$ cat src/rtl/sha256_pkg.sv
// SHA-256 package: round constants, initial hash values and round functions.
// Used by sha256_round_unit, sha256_message_hash_core and sha256_digest_checker; depends on nothing.
package sha256_pkg;

   typedef logic [31:0] word_type;
   typedef logic [5:0]  round_idx_type;

   typedef struct packed {
      logic     start;
      logic     step;
      word_type wt;
   } round_ctl_type;

   localparam logic [255:0] INIT_HASH = {
      32'h6a09e667, 32'hbb67ae85, 32'h3c6ef372, 32'ha54ff53a,
      32'h510e527f, 32'h9b05688c, 32'h1f83d9ab, 32'h5be0cd19};

   function automatic word_type round_k(input round_idx_type t);
      word_type k;
      unique case (t)
         6'd0:  k = 32'h428a2f98;  6'd1:  k = 32'h71374491;
         6'd2:  k = 32'hb5c0fbcf;  6'd3:  k = 32'he9b5dba5;
         6'd4:  k = 32'h3956c25b;  6'd5:  k = 32'h59f111f1;
         6'd6:  k = 32'h923f82a4;  6'd7:  k = 32'hab1c5ed5;
         6'd8:  k = 32'hd807aa98;  6'd9:  k = 32'h12835b01;
         6'd10: k = 32'h243185be;  6'd11: k = 32'h550c7dc3;
         6'd12: k = 32'h72be5d74;  6'd13: k = 32'h80deb1fe;
         6'd14: k = 32'h9bdc06a7;  6'd15: k = 32'hc19bf174;
         6'd16: k = 32'he49b69c1;  6'd17: k = 32'hefbe4786;
         6'd18: k = 32'h0fc19dc6;  6'd19: k = 32'h240ca1cc;
         6'd20: k = 32'h2de92c6f;  6'd21: k = 32'h4a7484aa;
         6'd22: k = 32'h5cb0a9dc;  6'd23: k = 32'h76f988da;
         6'd24: k = 32'h983e5152;  6'd25: k = 32'ha831c66d;
         6'd26: k = 32'hb00327c8;  6'd27: k = 32'hbf597fc7;
         6'd28: k = 32'hc6e00bf3;  6'd29: k = 32'hd5a79147;
         6'd30: k = 32'h06ca6351;  6'd31: k = 32'h14292967;
         6'd32: k = 32'h27b70a85;  6'd33: k = 32'h2e1b2138;
         6'd34: k = 32'h4d2c6dfc;  6'd35: k = 32'h53380d13;
         6'd36: k = 32'h650a7354;  6'd37: k = 32'h766a0abb;
         6'd38: k = 32'h81c2c92e;  6'd39: k = 32'h92722c85;
         6'd40: k = 32'ha2bfe8a1;  6'd41: k = 32'ha81a664b;
         6'd42: k = 32'hc24b8b70;  6'd43: k = 32'hc76c51a3;
         6'd44: k = 32'hd192e819;  6'd45: k = 32'hd6990624;
         6'd46: k = 32'hf40e3585;  6'd47: k = 32'h106aa070;
         6'd48: k = 32'h19a4c116;  6'd49: k = 32'h1e376c08;
         6'd50: k = 32'h2748774c;  6'd51: k = 32'h34b0bcb5;
         6'd52: k = 32'h391c0cb3;  6'd53: k = 32'h4ed8aa4a;
         6'd54: k = 32'h5b9cca4f;  6'd55: k = 32'h682e6ff3;
         6'd56: k = 32'h748f82ee;  6'd57: k = 32'h78a5636f;
         6'd58: k = 32'h84c87814;  6'd59: k = 32'h8cc70208;
         6'd60: k = 32'h90befffa;  6'd61: k = 32'ha4506ceb;
         6'd62: k = 32'hbef9a3f7;  6'd63: k = 32'hc67178f2;
         default: k = '0;
      endcase
      return k;
   endfunction

   function automatic word_type rotr(input word_type v, input int n);
      return (v >> n) | (v << (32 - n));
   endfunction

   function automatic word_type sched_sig0(input word_type x);
      return rotr(x, 7) ^ rotr(x, 18) ^ (x >> 3);
   endfunction

   function automatic word_type sched_sig1(input word_type x);
      return rotr(x, 17) ^ rotr(x, 19) ^ (x >> 10);
   endfunction

endpackage

$ cat src/rtl/sha256_round_unit.sv
// SHA-256 round datapath: working variables a..h and one round per step.
// Depends on sha256_pkg.
module sha256_round_unit (
   input  logic                          clock,
   input  sha256_pkg::round_ctl_type     ctl,
   input  logic [255:0]                  chain,
   input  sha256_pkg::round_idx_type     round,
   output logic [255:0]                  vars
);

   sha256_pkg::word_type v_ff [8];
   sha256_pkg::word_type v_in [8];
   sha256_pkg::word_type s1, ch, t1, s0, mj;

   always_comb begin
      s1 = sha256_pkg::rotr(v_ff[4], 6) ^ sha256_pkg::rotr(v_ff[4], 11)
         ^ sha256_pkg::rotr(v_ff[4], 25);
      ch = (v_ff[4] & v_ff[5]) ^ (~v_ff[4] & v_ff[6]);
      t1 = v_ff[7] + s1 + ch + sha256_pkg::round_k(round) + ctl.wt;
      s0 = sha256_pkg::rotr(v_ff[0], 2) ^ sha256_pkg::rotr(v_ff[0], 13)
         ^ sha256_pkg::rotr(v_ff[0], 22);
      mj = (v_ff[0] & v_ff[1]) ^ (v_ff[0] & v_ff[2]) ^ (v_ff[1] & v_ff[2]);
      for (int j = 0; j < 8; j++) v_in[j] = v_ff[j];
      if (ctl.start) begin
         for (int j = 0; j < 8; j++) v_in[j] = chain[255-32*j -: 32];
      end else if (ctl.step) begin
         v_in[7] = v_ff[6];
         v_in[6] = v_ff[5];
         v_in[5] = v_ff[4];
         v_in[4] = v_ff[3] + t1;
         v_in[3] = v_ff[2];
         v_in[2] = v_ff[1];
         v_in[1] = v_ff[0];
         v_in[0] = t1 + s0 + mj;
      end
      for (int j = 0; j < 8; j++) vars[255-32*j -: 32] = v_ff[j];
   end

   always_ff @(posedge clock) begin
      for (int j = 0; j < 8; j++) v_ff[j] <= v_in[j];
   end

endmodule

$ cat src/rtl/sha256_message_hash_core.sv
// SHA-256 message hash top level: byte intake, padding, schedule memory, rounds.
// Depends on sha256_pkg and sha256_round_unit.
// Takes at most one message byte per word and returns the 256-bit digest after the
// word marked last. Bytes are absorbed into a 16-entry schedule memory; every 64th
// byte starts a compression of 64 rounds, each round a memory read of the schedule
// words (ST_RD), then the round and write-back (ST_RND); the input is held off for
// the whole block. After the word marked last the padding bytes enter at one per
// cycle between compressions, and one or two compressions follow; the ADD state
// adds into the chaining state and the OUT state loads the digest register. A new
// message is taken while a digest waits, and the core stalls before its own digest
// until the waiting one is accepted.
module sha256_message_hash_core (
   input  logic        clock,
   input  logic        reset,
   input  logic        req_valid,
   output logic        req_ready,
   input  logic [7:0]  req_data_byte,
   input  logic        req_has_byte,
   input  logic        req_last,
   output logic        rsp_valid,
   input  logic        rsp_ready,
   output logic [63:0] rsp_digest_part0,
   output logic [63:0] rsp_digest_part1,
   output logic [63:0] rsp_digest_part2,
   output logic [63:0] rsp_digest_part3
);

   localparam logic [2:0] ST_IDLE = 3'd0, ST_PAD = 3'd1, ST_LOAD = 3'd2,
      ST_RD = 3'd3, ST_RND = 3'd4, ST_ADD = 3'd5, ST_OUT = 3'd6;

   logic [2:0]  state_ff, state_in;
   logic [63:0] bits_ff, bits_in;
   logic [5:0]  pos_ff, pos_in;
   logic [5:0]  rnd_ff, rnd_in;
   logic        fin_ff, fin_in;
   logic [3:0]  padk_ff, padk_in;
   logic [255:0] chain_ff, chain_in;
   logic [23:0] part_ff, part_in;

   sha256_pkg::word_type wmem [16];
   sha256_pkg::word_type rd15_ff, rd2_ff, rd7_ff, rd0_ff;
   logic        we;
   logic [3:0]  wa;
   sha256_pkg::word_type wd;

   logic        push;
   logic [7:0]  push_byte;
   logic [255:0] vars;
   sha256_pkg::round_ctl_type ctl;
   sha256_pkg::word_type wt;

   assign req_ready = (state_ff == ST_IDLE);

   always_comb begin
      if (rnd_ff < 6'd16) wt = rd0_ff;
      else wt = sha256_pkg::sched_sig1(rd2_ff) + rd7_ff
         + sha256_pkg::sched_sig0(rd15_ff) + rd0_ff;
   end

   always_comb begin
      state_in = state_ff; bits_in = bits_ff; pos_in = pos_ff; rnd_in = rnd_ff;
      fin_in = fin_ff; padk_in = padk_ff; chain_in = chain_ff; part_in = part_ff;
      push = 1'b0; push_byte = '0;
      we = 1'b0; wa = '0; wd = '0;
      ctl = '{start: 1'b0, step: 1'b0, wt: wt};
      unique case (state_ff)
         ST_IDLE: begin
            if (req_valid && req_ready) begin
               if (req_has_byte) begin
                  push = 1'b1; push_byte = req_data_byte;
                  bits_in = bits_ff + 64'd8;
               end
               fin_in = req_last;
               padk_in = '0;
               if (req_has_byte && pos_ff == 6'd63) state_in = ST_LOAD;
               else if (req_last) state_in = ST_PAD;
            end
         end
         ST_PAD: begin
            push = 1'b1;
            if (padk_ff == 4'd0) begin
               push_byte = 8'h80; padk_in = 4'd1;
            end else if (padk_ff == 4'd1) begin
               if (pos_ff == 6'd56) begin
                  push_byte = bits_ff[63:56]; padk_in = 4'd3;
               end else push_byte = 8'h00;
            end else begin
               push_byte = bits_ff[63 - 8*(padk_ff - 4'd2) -: 8];
               padk_in = padk_ff + 4'd1;
            end
            if (pos_ff == 6'd63) state_in = ST_LOAD;
         end
         ST_LOAD: begin
            ctl.start = 1'b1; rnd_in = '0; state_in = ST_RD;
         end
         ST_RD: state_in = ST_RND;
         ST_RND: begin
            ctl.step = 1'b1;
            if (rnd_ff >= 6'd16) begin
               we = 1'b1; wa = rnd_ff[3:0]; wd = wt;
            end
            rnd_in = rnd_ff + 6'd1;
            state_in = (rnd_ff == 6'd63) ? ST_ADD : ST_RD;
         end
         ST_ADD: begin
            for (int j = 0; j < 8; j++)
               chain_in[255-32*j -: 32] = chain_ff[255-32*j -: 32] + vars[255-32*j -: 32];
            if (!fin_ff) state_in = ST_IDLE;
            else if (padk_ff == 4'd10) state_in = ST_OUT;
            else state_in = ST_PAD;
         end
         ST_OUT: begin
            if (!rsp_valid) begin
               state_in = ST_IDLE; bits_in = '0; pos_in = '0; fin_in = 1'b0;
               chain_in = sha256_pkg::INIT_HASH;
            end
         end
         default: state_in = ST_IDLE;
      endcase
      if (push) begin
         unique case (pos_ff[1:0])
            2'd0: part_in = {push_byte, 16'h0};
            2'd1: part_in = {part_ff[23:16], push_byte, 8'h0};
            2'd2: part_in = {part_ff[23:8], push_byte};
            default: part_in = part_ff;
         endcase
         if (pos_ff[1:0] == 2'd3) begin
            we = 1'b1; wa = pos_ff[5:2]; wd = {part_ff, push_byte};
         end
         pos_in = pos_ff + 6'd1;
      end
   end

   always_ff @(posedge clock) begin
      if (we) wmem[wa] <= wd;
      rd15_ff <= wmem[rnd_in[3:0] + 4'd1];
      rd2_ff  <= wmem[rnd_in[3:0] + 4'd14];
      rd7_ff  <= wmem[rnd_in[3:0] + 4'd9];
      rd0_ff  <= wmem[rnd_in[3:0]];
   end

   sha256_round_unit u_round (
      .clock (clock),
      .ctl   (ctl),
      .chain (chain_ff),
      .round (rnd_ff),
      .vars  (vars)
   );

   always_ff @(posedge clock) begin
      if (reset) begin
         state_ff <= ST_IDLE; bits_ff <= '0; pos_ff <= '0; rnd_ff <= '0;
         fin_ff <= 1'b0; padk_ff <= '0; chain_ff <= sha256_pkg::INIT_HASH;
         rsp_valid <= 1'b0;
      end else begin
         state_ff <= state_in; bits_ff <= bits_in; pos_ff <= pos_in;
         rnd_ff <= rnd_in; fin_ff <= fin_in; padk_ff <= padk_in;
         chain_ff <= chain_in;
         if (state_ff == ST_OUT && !rsp_valid) rsp_valid <= 1'b1;
         else if (rsp_ready) rsp_valid <= 1'b0;
      end
      part_ff <= part_in;
      if (state_ff == ST_OUT && !rsp_valid) begin
         rsp_digest_part0 <= chain_ff[255:192];
         rsp_digest_part1 <= chain_ff[191:128];
         rsp_digest_part2 <= chain_ff[127:64];
         rsp_digest_part3 <= chain_ff[63:0];
      end
   end

endmodule

$ cat config.mk
export PLATFORM = sky130hd
export DESIGN_NAME = sha256_message_hash_core
export DESIGN_NICKNAME = d
export VERILOG_FILES = /design/src/rtl/sha256_pkg.sv /design/src/rtl/sha256_round_unit.sv /design/src/rtl/sha256_message_hash_core.sv
export SDC_FILE = /design/constraint.sdc
export NUM_CORES = 2
export LEC_CHECK = 0
export ABC_AREA = 1
export BUFFER_PORTS_ARGS = -buffer_cell sky130_fd_sc_hd__buf_2
export CAP_MARGIN = 20
export CORE_MARGIN = 10
export CORE_UTILIZATION = 40
export CTS_CLUSTER_DIAMETER = 200
export CTS_CLUSTER_SIZE = 40
export DETAILED_ROUTE_END_ITERATION = 8
export HOLD_SLACK_MARGIN = 0.15
export PLACE_DENSITY_LB_ADDON = 0.1
export SLEW_MARGIN = 25
export SYNTH_ARGS = -nofsm -noshare
export SYNTH_HDL_FRONTEND = slang
export SYNTH_SLANG_ARGS = --single-unit
$ cat constraint.sdc
create_clock -name clock -period 37.8 [get_ports clock]
set_input_delay 0 -clock clock [delete_from_list [all_inputs] [get_ports clock]]
set_output_delay 0 -clock clock [all_outputs]
set_load 0.1 [all_outputs]
# == Yosys cells after proc, flatten, opt, wreduce, memory -nomap -nowiden ==
# Memory sizes are Yosys's and may differ from the RTL's. A register that Yosys moved wholly into a read port is not among the register bits.
# Index checks and enable logic that the tools add are counted.
# totals
mem_bits_rw,768
in_bits,14
romBits,2048
register_bits,621
out_inout_bits,258
elab_cells,181
n_memories,3
# memory_table
memory,depth,word_bits,read_ports,rd_ports_with_merged_regs,write_ports,line_no,text
(name not given),64,32,1,0,0,sha256_pkg.sv:20,unique case (t)
wmem,16,32,4,4,1,sha256_message_hash_core.sv:40,sha256_pkg::word_type wmem [16];
u_round.v_ff,8,32,8,0,8,sha256_round_unit.sv:11,sha256_pkg::word_type v_ff [8];
# classes
shifts,1
mux,58
reduce_logical,24
eq_ne,21
add_sub_neg,27
bitwise,29
magnitude_cmp,2
# ops
cell,n
$mux W256,3
$add A32 B32 Y32,18
$pmux W256 S2,1
$xor A32 B32 Y32,9
$mux W64,3
$and A32 B32 Y32,5
$mux W32,5
$pmux W64 S2,1
$pmux W24 S3,1
$shiftx A71 B33 Y8,1
$add A64 B4 Y64 const B,1
$mux W8,5
$mux W4,8
$not A32 Y32,1
$or A10 B32 Y32,1
$or A13 B32 Y32,1
$or A14 B32 Y32,1
$or A15 B32 Y32,1
$or A19 B32 Y32,1
$or A21 B32 Y32,1
$or A25 B32 Y32,1
$or A26 B32 Y32,1
$or A30 B32 Y32,1
$or A7 B32 Y32,1
40 further kinds,90

# == Longest topological paths before layout ==
# depth
depth_word,12
depth_mapped,50

# == By module ==
# Synthesis repeated with hierarchy kept, for this count alone.
# unflattened
hier_cells,14466
hier_area_um2,104032.3
# by_module_without_submodules
module,cells_per_inst,instances,area_per_inst_um2,seq_area_each_um2
sha256_message_hash_core,11286,1,79764.0,33111.8
sha256_round_unit,3180,1,24268.3,7687.4

# == Least setup slack after synthesis ==
# No wires, ideal clock.
# synth_path
kind,register to register
from,register rsp_valid
to,register chain_ff[126]
slack_ns,23.564
stages_incl_launch_ff,8
period_less_slack_ns,14.236
t_arrival_ns,14.177
setup_ns,0.059
t_required_ns,37.741
n_path_buf,2
path_cell_list,dfxtp_1 nor2_1 nor2_1 inv_2 clkbuf_1 clkbuf_1 o21ai_0 nand2_1
# synth_between
elab_chain_cells,2
# synth_rtl
item,line_no,text
start: declaration,sha256_message_hash_core.sv:20,"output logic rsp_valid,"
start signal: assignment,sha256_message_hash_core.sv:154,rsp_valid <= 1'b0;
start signal: assignment,sha256_message_hash_core.sv:159,if (state_ff == ST_OUT && !rsp_valid) rsp_valid <= 1'b1;
start signal: assignment,sha256_message_hash_core.sv:160,else if (rsp_ready) rsp_valid <= 1'b0;
$ne A2 B2 Y1 (no source line),n/a,
$reduce_and A2 Y1 (no source line),n/a,
end signal: assignment,sha256_message_hash_core.sv:158,chain_ff <= chain_in;
end: declaration,sha256_message_hash_core.sv:37,"logic [255:0] chain_ff, chain_in;"
# Every way passes these cells.
# A chain may end at the register's enable or synchronous reset.

==> results by group <==
Critical path
  – Reg-to-reg endpoint: u_round.v_ff[0][31]
  – R2r setup slk: 27.46 ns
  – CP Class: flop to flop
  – Slowest stage cell, crit path: fa_1
  – Arrival @ worst endpoint: roughly 11 ns
  – Data required, critical path: roughly 38 ns
  – R2R depth: around 40
  – Worst path buffer plus inverter count: 3
  – CP max FO: 5
  – Top Family by Delay on Critical Path: adder cells
  – Reg2Reg Launch Point: rd2_ff[22]
  – Most common cell on crit path: nand2_1
  – Crit end category: flop
  – CP peak stage delay: ~0.6 ns
  – Startpoint types: flop

Timing
  – Tcrit/Tclk final: 0.273
  – Hold slack final: 0.228 ns
  – Final Setup Violations: 0
  – Max_slew headroom: 0.0785
  – Achievable frequency: ~97 MHz
  – Final hold viol count: 0
  – Slew Viols, Final: 0
  – TNS Setup: 0 ns
  – Tightest Pin Transition: around 1.4 ns
  – Final Skew: around 0.085 ns
  – RSZ-0062 raised after global routing: no
  – Final Critical Period: slightly above 10 ns

Routing
  – WL/cell: between 20 and 30 um
  – Vias/cell: approximately 5.7
  – Routed WL: 387,000 um
  – Final ANT Viol Nets: 0
  – Initial DRC count: roughly 8,500
  – Residual DRC: 0
  – Drt pass-1 iters: 6
  – Via Count: 82,600

Place
  – Final RePlAce weighted congestion: about 1.0
  – HPWL Detailed: around 280,000 um
  – IO buf count: between 200 and 300

Global routing
  – Total GRT Usage: 0.289
  – First-pass GRT wire length: roughly 550,000 um
  – Total gr overflow: 0
  – Vias in the first global route: a little under 80,000
  – Initial antenna violation count: 14
  – Pin count of the biggest net entering global routing: roughly 180

Final layout
  – Fillcell total: approximately 24,000
  – Nets: 11,900
  – Total area of sequential cells: 40,800 um2
  – Share of post-route cells with drive strength above 1: 0.0562
  – Synth-to-layout area growth: 6.73%
  – Area of the multi-input gates: roughly 48,000 um2

Status
  – Status: complete, no violations

Yosys
  – Post-Synthesis Cells: about 11,000
  – Synth warn: 0
  – Ys flop type: edfxtp_1
  – Area share of the largest cell type after synthesis: 0.334
  – Mapped cell area: approximately 94,000 um2
  – Synth cell types: 80
  – Flop and latch count out of synthesis: 1,514
  – Ys async rst share: 0
  – Largest cells by area after synthesis: edfxtp_1 33%, nand2_1 11%, dfxtp_1 9.9%
  – Post-synth top area cell: edfxtp_1
  – Register area share after synthesis: 0.432
  – Mapped Nets: between 10,000 and 15,000
  – Post-synth EDFFs: 1,048
  – Mean Syn Cell Area: ~8.3 um2

Die
  – Cell Rows: 178
  – Starting Density: 0.402
  – Die area: ~260,000 um2
  – Core Box Area: between 200,000 and 250,000 um2
  – IO Count: around 270
  – Die width: 506 um
  – Die Span Y: 506 um

Power
  – Clock Power Share: 0.111
  – Final total power: between 7000 and 8000 uW
  – P_sw: 3410 uW
  – Pleak: ~0.043 uW
  – Logic pwr share: 0.596
  – Sequential Power Share: 0.294
  – Worst vdd ir: between 0.1 and 0.15 mV
  – PD cells: 70.3 nW/um2
  – Sw Share: 0.482
  – Pint: roughly 3700 uW

Clock tree
  – CTS Sinks: around 1,500
  – Clock root cell: clkbuf_16
  – CTS tree: done
  – Post-CTS resize count: 0
  – Number of H-tree levels: 2
  – Worst-skew pair later-pin latency: about 0.80 ns
  – Reg clk slew, reported paths: about 0.16 ns
  – Num CTS Buffers: between 40 and 50
  – CTS max path bufs: 3

Hold path
  – Hold path startpoint: reset
  – Hold Path Cell Cnt: 3
  – Worst Hold End: chain_ff[212]
  – Min-delay worst type: primary input to flop

Flow run
  – Max-cap viol count: 0
## stage by stage
step            util  instances  setup slack, ns  area, um2
2_1_floorplan      -      11400            23.56      94300
5_1_grt        0.429      14500            26.84     101000
3_5_place_dp   0.422      14400            27.61      99100
6_report       0.429      14500            27.46     101000
4_1_cts        0.428      14500            27.58     101000
3_3_place_gp   0.422      14400            27.69      99100
## final cells by class
class,count,area share
Multi-Input combinational cell,8222,0.473
Sequential cell,1514,0.405
Inverter,1092,0.0413
Tap cell,3150,0.0391
Timing Repair Buffer,440,0.0277
Clock buffer,77,0.0128
Clock inverter,6,0.00111
Antenna cell,4,0.0000994
## placed cells by master (no fill, tap or decap), drive strengths merged, types with 109 or more instances in the layout
| cell type | instances |
|---|---|
| xnor2 | 183 |
| edfxtp | 1048 |
| nand2 | 2787 |
| nor3 | 137 |
| o22ai | 109 |
| nand3 | 617 |
| o21ai | 1081 |
| fa | 197 |
| nor2 | 713 |
| a31oi | 179 |
| o211ai | 166 |
| buf | 420 |
| mux2i | 138 |
| xor2 | 216 |
| inv | 1085 |
| dfxtp | 466 |
| ha | 422 |
| a21oi | 794 |
## worst reg2reg max path, delay by kind of cell, from the launching register on
family          cells  cell delay, ns
fa+ha+maj           9            4.16
compound gates     12            2.66
simple gates       13            1.36
xor+xnor            4            1.17
flops               1            0.45
buf+inv             3            0.25
## layer usage
layer,routed length [um],GRT usage,vias up
met5,87,0,-
met4,17800,0.110,12
met3,25300,0.0343,591
met2,177000,0.470,3142
met1,166000,0.393,40300
li1,-,-,38600
## kinds of logic (layout without fill, tap and decap cells)
| kind of cell | after synthesis | count (layout) | synth area share |
|---|---|---|---|
| AO/OA/AOI/OAI | 2606 | 2606 | 0.155 |
| XOR/XNOR | 399 | 399 | 0.0372 |
| adder cells (fa/ha/maj) | 636 | 636 | 0.0996 |
| buffers and inverters | 1617 | 1615 | 0.0660 |
| flip-flops | 1514 | 1514 | 0.432 |
| multiplexers | 138 | 138 | 0.0146 |
| other | 0 | 4 | 0 |
| AND/OR/NAND/NOR | 4443 | 4443 | 0.195 |
## cell usage after synthesis, types with 7 or more instances
master / n
nor2_4: 9
clkinv_1: 10
a221oi_1: 28
o21bai_1: 41
nand2_1: 2777
buf_1: 23
a211oi_1: 22
o21ai_1: 36
a21o_1: 41
nand3b_1: 14
xor2_1: 214
ha_1: 422
o211ai_1: 166
maj3_1: 17
buf_2: 71
o22ai_1: 107
o221ai_1: 26
dfxtp_1: 466
nor3_1: 131
o311ai_0: 10
a22oi_1: 7
clkbuf_1: 414
a21oi_1: 794
a21boi_0: 16
o21a_1: 38
nand3_1: 612
o21ai_0: 1044
nor4_1: 36
inv_2: 14
mux2i_1: 138
a31oi_1: 179
nor2_1: 702
buf_4: 17
edfxtp_1: 1048
xnor2_1: 183
inv_1: 1066
or2_2: 63
nand4_1: 59
fa_1: 197
o31ai_1: 15
## registers in the layout, summed over array words and instances (netlist names)
| register | count |
|---|---|
| rd0_ff | 32 |
| rnd_ff | 6 |
| rd15_ff | 32 |
| pos_ff | 6 |
| u_round.v_ff | 256 |
| rsp_digest_part0 | 64 |
| fin_ff | 1 |
| chain_ff | 256 |
| rsp_valid | 1 |
| part_ff | 24 |
| rsp_digest_part1 | 64 |
| rd7_ff | 32 |
| state_ff | 3 |
| bits_ff | 61 |
| rd2_ff | 32 |
| wmem | 512 |
| rsp_digest_part3 | 64 |
| padk_ff | 4 |
| rsp_digest_part2 | 64 |
## worst max path at each step
stage          startpoint             endpoint  slack, ns  cells past startpoint
2_1_floorplan   rsp_valid        chain_ff[126]      23.56                      7
3_3_place_gp   rd2_ff[22]  u_round.v_ff[0][31]      27.69                     42
3_5_place_dp   rd2_ff[22]  u_round.v_ff[0][27]      27.61                     37
4_1_cts        rd2_ff[22]  u_round.v_ff[0][31]      27.58                     42
5_1_grt        rd2_ff[27]  u_round.v_ff[0][31]      26.84                     39
6_report       rd2_ff[22]  u_round.v_ff[0][31]      27.46                     41
## timing repair
item,4_1_cts,5_1_grt
setup buffers,0,0
hold endpoints to repair,161,0
hold buffers,20,0
## power groups by stage
stage          sequential, uW  combinational [uW]  clock (uW)
2_1_floorplan            2040                2910           0
3_3_place_gp             2110                4160           0
3_5_place_dp             2110                4140           0
4_1_cts                  2070                4170         803
5_1_grt                  2080                4670         853
6_report                 2080                4210         783
No activity file was read; power rests on OpenSTA's default activity.
